==> src/ggcr_pkg.sv <==
`default_nettype none
// ----------------------------------------------------------------------------
// ggcr_pkg
// Shared constants and types for the grain growth cell rule: register
// indexes, rule thresholds and the per-lane summary passed to the merge stage.
// ----------------------------------------------------------------------------
package ggcr_pkg;

  localparam int ID_WIDTH_DEF       = 16;
  localparam int EXCLUDED_SLOTS_DEF = 4;

  // Excluded id slots that the register map provides
  localparam int CFG_SLOTS = 4;

  localparam int PROB_W  = 7;
  localparam int INDEX_W = 3;

  // Neighbour counts: one side (four cells) and the whole Moore ring
  localparam int QCNT_W = 3;
  localparam int MCNT_W = 4;

  localparam logic [INDEX_W-1:0] REG_MODE   = 3'd0;
  localparam logic [INDEX_W-1:0] REG_PROB   = 3'd1;
  localparam logic [INDEX_W-1:0] REG_EXCL_A = 3'd2;

  localparam logic [MCNT_W-1:0] MOORE_MIN  = 4'd5;
  localparam logic [MCNT_W-1:0] SIDE_EXACT = 4'd3;

  localparam logic MODE_SIMPLE = 1'b0;

  typedef struct packed {
    logic              valid;      // neither empty nor inclusion
    logic              excl;       // matches an active excluded slot
    logic [QCNT_W-1:0] side_cnt;   // occurrences among edge neighbours
    logic [QCNT_W-1:0] corner_cnt; // occurrences among diagonal neighbours
  } lane_info_t;

endpackage
`default_nettype wire

==> src/ggcr_lane.sv <==
`default_nettype none
// ----------------------------------------------------------------------------
// ggcr_lane
// One neighbour lane: counts how often this neighbour's id occurs among the
// edge and diagonal neighbours and flags empty, inclusion and excluded ids.
// ----------------------------------------------------------------------------
module ggcr_lane #(
  parameter int ID_WIDTH  = ggcr_pkg::ID_WIDTH_DEF,
  parameter int EXCL_USED = ggcr_pkg::CFG_SLOTS
) (
  input  wire                                    clk,
  input  wire  [ID_WIDTH-1:0]                    nbr_id,
  input  wire  [3:0][ID_WIDTH-1:0]               side_ids,
  input  wire  [3:0][ID_WIDTH-1:0]               corner_ids,
  input  wire  [EXCL_USED-1:0][ID_WIDTH-2:0]     excl_ids,
  output logic [ID_WIDTH-1:0]                    lane_id,
  output ggcr_pkg::lane_info_t                   lane_info
);

  ggcr_pkg::lane_info_t info_next;

  always_comb begin
    info_next.side_cnt   = '0;
    info_next.corner_cnt = '0;
    for (int j = 0; j < 4; j++) begin
      info_next.side_cnt   = info_next.side_cnt +
                             ggcr_pkg::QCNT_W'(side_ids[j] == nbr_id);
      info_next.corner_cnt = info_next.corner_cnt +
                             ggcr_pkg::QCNT_W'(corner_ids[j] == nbr_id);
    end
    info_next.valid = (nbr_id != '0) && (nbr_id != '1);
    // slots hold non-negative ids only, zero marks an unused slot
    info_next.excl = 1'b0;
    for (int k = 0; k < EXCL_USED; k++) begin
      if (excl_ids[k] != '0 && !nbr_id[ID_WIDTH-1] &&
          nbr_id[ID_WIDTH-2:0] == excl_ids[k]) begin
        info_next.excl = 1'b1;
      end
    end
  end

  always_ff @(posedge clk) begin
    lane_id   <= nbr_id;
    lane_info <= info_next;
  end

endmodule
`default_nettype wire

==> src/ggcr_merge.sv <==
`default_nettype none
// ----------------------------------------------------------------------------
// ggcr_merge
// Merge stage: picks the majority id of the edge, diagonal and Moore sets
// from the lane summaries, applies the growth rules and registers the result.
// ----------------------------------------------------------------------------
module ggcr_merge #(
  parameter int ID_WIDTH = ggcr_pkg::ID_WIDTH_DEF
) (
  input  wire                                clk,
  input  wire                                rst,
  input  wire                                in_valid,
  input  wire  [ID_WIDTH-1:0]                center_id,
  input  wire  [ggcr_pkg::PROB_W-1:0]        random_percent,
  input  wire                                growth_mode,
  input  wire  [ggcr_pkg::PROB_W-1:0]        growth_probability,
  input  wire  [7:0][ID_WIDTH-1:0]           lane_id,
  input  ggcr_pkg::lane_info_t [7:0]         lane_info,
  output logic                               done,
  output logic [ID_WIDTH-1:0]                new_id,
  output logic                               grew
);

  typedef struct packed {
    logic                        valid;
    logic                        excl;
    logic [ggcr_pkg::MCNT_W-1:0] cnt;
    logic [ID_WIDTH-1:0]         id;
  } cand_t;

  typedef cand_t [7:0] cand_set_t;

  // Higher count wins, a tie goes to the smaller signed id
  function automatic cand_t better(cand_t a, cand_t b);
    cand_t r;
    if (!b.valid) begin
      r = a;
    end else if (!a.valid) begin
      r = b;
    end else if (a.cnt > b.cnt ||
                 (a.cnt == b.cnt && $signed(a.id) < $signed(b.id))) begin
      r = a;
    end else begin
      r = b;
    end
    return r;
  endfunction

  function automatic cand_t pick(cand_set_t c);
    cand_t l1 [4];
    cand_t l2 [2];
    for (int i = 0; i < 4; i++) begin
      l1[i] = better(c[2*i], c[2*i+1]);
    end
    for (int i = 0; i < 2; i++) begin
      l2[i] = better(l1[2*i], l1[2*i+1]);
    end
    return better(l2[0], l2[1]);
  endfunction

  cand_set_t simple_set, side_set, corner_set, moore_set;
  cand_t     simple_win, side_win, corner_win, moore_win;
  logic      rule_moore, rule_side, rule_corner, rule_draw;
  logic [ID_WIDTH-1:0] new_id_next;
  logic                grew_next;

  always_comb begin
    for (int i = 0; i < 8; i++) begin
      moore_set[i].valid = lane_info[i].valid;
      moore_set[i].excl  = lane_info[i].excl;
      moore_set[i].id    = lane_id[i];
      moore_set[i].cnt   = {1'b0, lane_info[i].side_cnt} +
                           {1'b0, lane_info[i].corner_cnt};

      side_set[i]       = moore_set[i];
      side_set[i].valid = lane_info[i].valid && (i < 4);
      side_set[i].cnt   = {1'b0, lane_info[i].side_cnt};

      simple_set[i]       = side_set[i];
      simple_set[i].valid = side_set[i].valid && !lane_info[i].excl;

      corner_set[i]       = moore_set[i];
      corner_set[i].valid = lane_info[i].valid && (i >= 4);
      corner_set[i].cnt   = {1'b0, lane_info[i].corner_cnt};
    end
    simple_win = pick(simple_set);
    side_win   = pick(side_set);
    corner_win = pick(corner_set);
    moore_win  = pick(moore_set);
  end

  // An excluded winner vetoes its rule; so does an invalid winner
  always_comb begin
    rule_moore  = moore_win.valid && !moore_win.excl &&
                  moore_win.cnt >= ggcr_pkg::MOORE_MIN;
    rule_side   = side_win.valid && !side_win.excl &&
                  side_win.cnt == ggcr_pkg::SIDE_EXACT;
    rule_corner = corner_win.valid && !corner_win.excl &&
                  corner_win.cnt == ggcr_pkg::SIDE_EXACT;
    rule_draw   = moore_win.valid && !moore_win.excl &&
                  random_percent < growth_probability;

    new_id_next = center_id;
    grew_next   = 1'b0;
    if (center_id == '0) begin
      if (growth_mode == ggcr_pkg::MODE_SIMPLE) begin
        if (simple_win.valid) begin
          new_id_next = simple_win.id;
          grew_next   = 1'b1;
        end
      end else if (rule_moore) begin
        new_id_next = moore_win.id;
        grew_next   = 1'b1;
      end else if (rule_side) begin
        new_id_next = side_win.id;
        grew_next   = 1'b1;
      end else if (rule_corner) begin
        new_id_next = corner_win.id;
        grew_next   = 1'b1;
      end else if (rule_draw) begin
        new_id_next = moore_win.id;
        grew_next   = 1'b1;
      end
    end
  end

  always_ff @(posedge clk) begin
    if (rst) begin
      done <= 1'b0;
    end else begin
      done <= in_valid;
    end
    new_id <= new_id_next;
    grew   <= grew_next;
  end

endmodule
`default_nettype wire

==> src/grain_growth_cell_rule.sv <==
`default_nettype none
// Pipeline: a transaction accepted on start is registered in the neighbour lanes,
//   then in the merge stage, which raises done with its result.
// Throughput: one transaction per cycle; busy stays low, the receiver cannot stall.
// Reset: clears all configuration registers to zero and drops the result strobe;
//   transactions in flight at reset are lost.
// ----------------------------------------------------------------------------
// grain_growth_cell_rule
// Next grain id of one cell from its eight neighbours: eight counting lanes
// and a merge stage that applies simple or curvature-driven growth rules.
// ----------------------------------------------------------------------------
module grain_growth_cell_rule #(
  parameter int ID_WIDTH       = ggcr_pkg::ID_WIDTH_DEF,
  parameter int EXCLUDED_SLOTS = ggcr_pkg::EXCLUDED_SLOTS_DEF
) (
  input  wire                                clk,
  input  wire                                rst,
  input  wire                                start,
  output logic                               busy,
  input  wire                                wr_en,
  input  wire  [ggcr_pkg::INDEX_W-1:0]       wr_index,
  input  wire  [((ID_WIDTH-1 > ggcr_pkg::PROB_W) ? ID_WIDTH-1 : ggcr_pkg::PROB_W)-1:0]
                                             wr_data,
  input  wire  [ID_WIDTH-1:0]                center_id,
  input  wire  [ID_WIDTH-1:0]                north_id,
  input  wire  [ID_WIDTH-1:0]                east_id,
  input  wire  [ID_WIDTH-1:0]                south_id,
  input  wire  [ID_WIDTH-1:0]                west_id,
  input  wire  [ID_WIDTH-1:0]                northeast_id,
  input  wire  [ID_WIDTH-1:0]                southeast_id,
  input  wire  [ID_WIDTH-1:0]                southwest_id,
  input  wire  [ID_WIDTH-1:0]                northwest_id,
  input  wire  [ggcr_pkg::PROB_W-1:0]        random_percent,
  output logic                               done,
  output logic [ID_WIDTH-1:0]                new_id,
  output logic                               grew
);

  localparam int EXCL_USED = (EXCLUDED_SLOTS < ggcr_pkg::CFG_SLOTS) ?
                             EXCLUDED_SLOTS : ggcr_pkg::CFG_SLOTS;

  logic                                growth_mode;
  logic [ggcr_pkg::PROB_W-1:0]         growth_probability;
  logic [EXCL_USED-1:0][ID_WIDTH-2:0]  excl_ids;

  logic                                valid1;
  logic [ID_WIDTH-1:0]                 center_q;
  logic [ggcr_pkg::PROB_W-1:0]         rnd_q;

  logic [3:0][ID_WIDTH-1:0]            side_ids, corner_ids;
  logic [7:0][ID_WIDTH-1:0]            nbr_ids;
  logic [7:0][ID_WIDTH-1:0]            lane_id;
  ggcr_pkg::lane_info_t [7:0]          lane_info;
  logic                                accept;

  assign busy   = 1'b0;
  assign accept = start && !busy;

  assign side_ids   = {west_id, south_id, east_id, north_id};
  assign corner_ids = {northwest_id, southwest_id, southeast_id, northeast_id};
  assign nbr_ids    = {corner_ids, side_ids};

  // Configuration registers; writes to unused indexes are dropped
  always_ff @(posedge clk) begin
    if (rst) begin
      growth_mode        <= 1'b0;
      growth_probability <= '0;
      excl_ids           <= '0;
    end else if (wr_en) begin
      if (wr_index == ggcr_pkg::REG_MODE) begin
        growth_mode <= wr_data[0];
      end
      if (wr_index == ggcr_pkg::REG_PROB) begin
        growth_probability <= wr_data[ggcr_pkg::PROB_W-1:0];
      end
      for (int k = 0; k < EXCL_USED; k++) begin
        if (wr_index == ggcr_pkg::REG_EXCL_A + ggcr_pkg::INDEX_W'(k)) begin
          excl_ids[k] <= wr_data[ID_WIDTH-2:0];
        end
      end
    end
  end

  always_ff @(posedge clk) begin
    if (rst) begin
      valid1 <= 1'b0;
    end else begin
      valid1 <= accept;
    end
    center_q <= center_id;
    rnd_q    <= random_percent;
  end

  for (genvar i = 0; i < 8; i++) begin : g_lane
    ggcr_lane #(
      .ID_WIDTH  (ID_WIDTH),
      .EXCL_USED (EXCL_USED)
    ) u_lane (
      .clk        (clk),
      .nbr_id     (nbr_ids[i]),
      .side_ids   (side_ids),
      .corner_ids (corner_ids),
      .excl_ids   (excl_ids),
      .lane_id    (lane_id[i]),
      .lane_info  (lane_info[i])
    );
  end

  ggcr_merge #(
    .ID_WIDTH (ID_WIDTH)
  ) u_merge (
    .clk                (clk),
    .rst                (rst),
    .in_valid           (valid1),
    .center_id          (center_q),
    .random_percent     (rnd_q),
    .growth_mode        (growth_mode),
    .growth_probability (growth_probability),
    .lane_id            (lane_id),
    .lane_info          (lane_info),
    .done               (done),
    .new_id             (new_id),
    .grew               (grew)
  );

`ifndef SYNTH
  a_done_follows_accept: assert property (@(posedge clk) disable iff (rst)
    done |-> $past(accept, 2))
    else $error("result strobe without a transaction two cycles earlier");

  a_grew_from_empty: assert property (@(posedge clk) disable iff (rst)
    (done && grew) |-> ($past(center_id, 2) == '0))
    else $error("growth reported for an occupied cell");

  a_grew_valid_id: assert property (@(posedge clk) disable iff (rst)
    (done && grew) |-> (new_id != '0 && new_id != '1))
    else $error("grown cell took an empty or inclusion id");

  a_hold_center: assert property (@(posedge clk) disable iff (rst)
    (done && !grew) |-> (new_id == $past(center_id, 2)))
    else $error("cell changed without growth");
`endif

endmodule
`default_nettype wire

==> config.mk <==
export PLATFORM = sky130hd
export DESIGN_NAME = grain_growth_cell_rule
export DESIGN_NICKNAME = d
export VERILOG_FILES = /design/src/ggcr_pkg.sv /design/src/ggcr_lane.sv /design/src/ggcr_merge.sv /design/src/grain_growth_cell_rule.sv
export SDC_FILE = /design/constraint.sdc
export NUM_CORES = 2
export LEC_CHECK = 0
export BUFFER_PORTS_ARGS = -buffer_cell sky130_fd_sc_hd__buf_2
export CORE_MARGIN = 4
export CORE_UTILIZATION = 50
export CTS_BUF_LIST = sky130_fd_sc_hd__clkbuf_8
export CTS_CLUSTER_SIZE = 30
export DETAILED_ROUTE_END_ITERATION = 10
export PLACE_DENSITY = 0.67
export SKIP_CTS_REPAIR_TIMING = 1
export SLEW_MARGIN = 20
export SYNTH_ARGS = -nofsm -noshare
export SYNTH_HDL_FRONTEND = slang
export SYNTH_SLANG_ARGS = --single-unit
export TNS_END_PERCENT = 50
==> constraint.sdc <==
create_clock -name clk -period 11.82 [get_ports clk]
set_clock_uncertainty 0.2 [all_clocks]
set_input_delay 0.591 -clock clk [delete_from_list [all_inputs] [get_ports clk]]
set_output_delay 0.591 -clock clk [all_outputs]
set_load 0.005 [all_outputs]
==> run_results.csv <==
group,metric,value,unit
cts,clock_latency,0.67,ns
yosys,synthMuxAreaShare,2.874,%
timing,fin_ws,1.222,ns
floorplanning,dieArea,65400,um2
timing,max_slew_margin,21.00,%
placement,io_buffers,190,
yosys,synthSimpleGateAreaFrac,18.29,%
yosys,synth_cell_type_count,96,
layout,seq_area,6046,um2
routing,wirelength,133.1,mm
power_and_ir_drop,p_leak,14.29,nW
yosys,synth_top_area_cell,"dfxtp_1",
timing,worst_slew_pin_slew,1.174,ns
global_route,track_usage,38.35,%
yosys,synth-compound-area-share,13.39,%
critical_path,arrival,10.95,ns
timing,post-route-min-period,10.60,ns
layout,fin_nets,4251,
routing,antenna_left,0,
timing,hold_viol_final,0,
routing,first_pass_iters,10,
yosys,syn_nets,4353,
placement,place_ws,1.424,ns
timing,grt_setup_unrepaired,"no",
global_route,grt_pass1_vias,28311,
yosys,synthFlopType,"dfxtp_1",
timing,fmax,94.36,MHz
critical_path,crit_fanout,30,
routing,route.detailed.drc,1,
yosys,yosysWarnings,0,
yosys,ys_async_sr_fraction,0,%
critical_path,crit_type,"flip-flop to flip-flop",
power_and_ir_drop,pwr_density_cell,118.4,nW/um2
timing,whs,0.02530,ns
critical_path,cp-end-kind,"flip-flop",
hold_path,min_path_type,"primary input to flip-flop",
yosys,synth_seq_cells,302,
critical_path,start_kind,"flip-flop",
layout,layout_commonest_cell,"xor2_1",
critical_path,cpMaxStageDelayCell,"o32a_1",
floorplanning,core,60580,um2
status,violations,"design-rule violations",
routing,drtIter0Drc,4421,
run,cap_violations,0,
cts,cts_sinks,302,
layout,fill_cells,5738,
global_route,antenna_found_initial,3,
routing,vias_per_cell,6.587,
routing,vias,30444,
layout,multiInputGateArea,22520,um2
timing,setup_tns,0,ns
global_route,grt_remaining_overflow,0,
floorplanning,pin_count,192,
floorplanning,die_h,255.7,um
yosys,ys_top_cells_by_area,"dfxtp_1 20%, xor2_1 14%, xnor2_1 13%",
yosys,synth_edf_count,0,
critical_path,path_buf_inv,3,
floorplanning,die-width,255.7,um
critical_path,crit_required,12.17,ns
layout,final_cell_mix,"484 x xor2_1, 452 x xnor2_1, 302 x dfxtp_1, 267 x nand2_1, 267 x a21oi_1",
critical_path,cp_slowest_stage_delay,0.85,ns
placement,dpl.cell_count,4501,
status,status,"finished with violations",
layout,area_growth_syn_to_layout,6.520,%
critical_path,crit_family,"compound AO/OA/AOI/OAI gates",
power_and_ir_drop,irDropWorstVdd,0.00007495,V
layout,final_cells,4622,
yosys,synthAdderAreaFrac,11.86,%
routing,wl_per_cell,28.80,um
cts,cts_buffers,53,
placement,dp_hpwl,92.42,mm
floorplanning,start_util,50.65,%
placement,gp_congestion,1.029,
power_and_ir_drop,power,0.003871,W
global_route,grt_max_degree,71,
yosys,synth_top_area_share,19.70,%
cts,clkTransAtPathRegs,0.06,ns
timing,maxSlewViolCount,0,
floorplanning,fp-row-count,90,
yosys,synth_cells,3901,
timing,final.period_utilization,89.66,%
yosys,synth-seq-area-share,19.70,%
cts,htreeDepth,2,
yosys,synth_area_per_cell,7.867,um2
global_route,grt_pass1_wl,189.5,mm
yosys,synth_top_family_by_area,"XOR/XNOR gates",
layout,final_layout_size_suffix_gt1_share,9.567,%
cts,cts_root_buf,"clkbuf_8",
yosys,synth_xor_area_share,26.71,%
critical_path,cpMostUsedCell,"a21o_1",
cts,tritoncts,"done",
cts,cts.path.max_buffers,3,
timing,setup_viol,0,
yosys,syn_area,30690,um2
sequential cells by signal, summed over array words and instances (netlist names):
register	cells
g_lane.u_lane.lane_id	128
g_lane.u_lane.lane_info	64
excl_ids	60
center_q	16
u_merge.new_id	16
growth_probability	7
rnd_q	7
growth_mode	1
u_merge.done	1
u_merge.grew	1
valid1	1
synthesized netlist by cell type (all sizes together), types with 5 or more instances:
library cell  instances
mux2i                63
inv                 173
o311ai                5
a41oi                10
buf                 144
o211ai               23
clkbuf              254
or2                  10
o21ai               120
xor2                484
and2                 12
nand4               222
dfxtp               302
o31ai                10
nor2                203
o2111ai               5
or3                   9
nand2b               25
a31oi                17
nor4                212
nand3                20
a211o                 6
a211oi               15
o22ai                 7
a21oi               269
nor2b                14
mux2                 22
xnor2               452
nor3                 34
o221ai                5
fa                   20
a21o                 67
o21a                 32
and3                 14
ha                  259
and4                 14
a221oi                6
nand2               269
power by group:
part | total (W) | leakage, nW | switching [W] | internal (W)
Combinational | 0.00174 | 11.2 | 0.00113 | 0.000608
Sequential | 0.00111 | 2.50 | 0.0000558 | 0.00106
Clock | 0.00102 | 0.599 | 0.000472 | 0.000548
final cells by class:
type                       instances  area share [%]
multi-input combinational       3028           68.89
sequential                       302           18.49
timing repair buffer             241           4.256
tap                              782           2.993
clock buffer                      63           2.653
inverter                         173           1.987
clock inverter                    29          0.6966
antenna                            4         0.03062
per-layer routing:
metal | vias up | share of wire (%) | GRT usage, %
li1 | 13269 | - | -
met1 | 14022 | 37 | 46.78
met3 | 790 | 12 | 9.716
met5 | - | 0.0098 | 0.2193
met4 | 2 | 9.6 | 29.12
met2 | 2361 | 42 | 58.05
cells by family (layout without fill, tap and decap cells):
| family | count (synthesis) | count (layout) |
|---|---|---|
| and+or+nand+nor | 1076 | 1076 |
| adders and majority gates | 279 | 279 |
| buffers and inverters | 571 | 506 |
| muxes | 85 | 85 |
| DFF | 302 | 302 |
| xor gates and xnor gates | 936 | 936 |
| AOI/OAI and AO/OA | 651 | 651 |
| other | 1 | 5 |
worst paths after layout:
path,start,end,slack (ns),cells past startpoint
min reg2reg,valid1,u_merge.done,0.24,1
max reg2reg,g_lane[4].u_lane.lane_info[0],u_merge.new_id[0],1.22,38
max,g_lane[4].u_lane.lane_info[0],u_merge.new_id[0],1.22,38
min,wr_data[10],excl_ids[25],0.03,3
through the flow:
stage	util, %	instance area, um2
2_1_floorplan	-	30690
3_3_place_gp	51.66	31300
3_5_place_dp	51.66	31300
4_1_cts	53.47	32390
5_1_grt	53.94	32680
6_report	53.96	32690
worst min-delay path: cells and delay by family:
family / cells / cell delay, ns
AO/OA/AOI/OAI: 1 / 0.05
buffers and inverters: 1 / 0.14
AND/OR/NAND/NOR: 1 / 0.06
No activity file was read; power rests on OpenSTA's default activity.
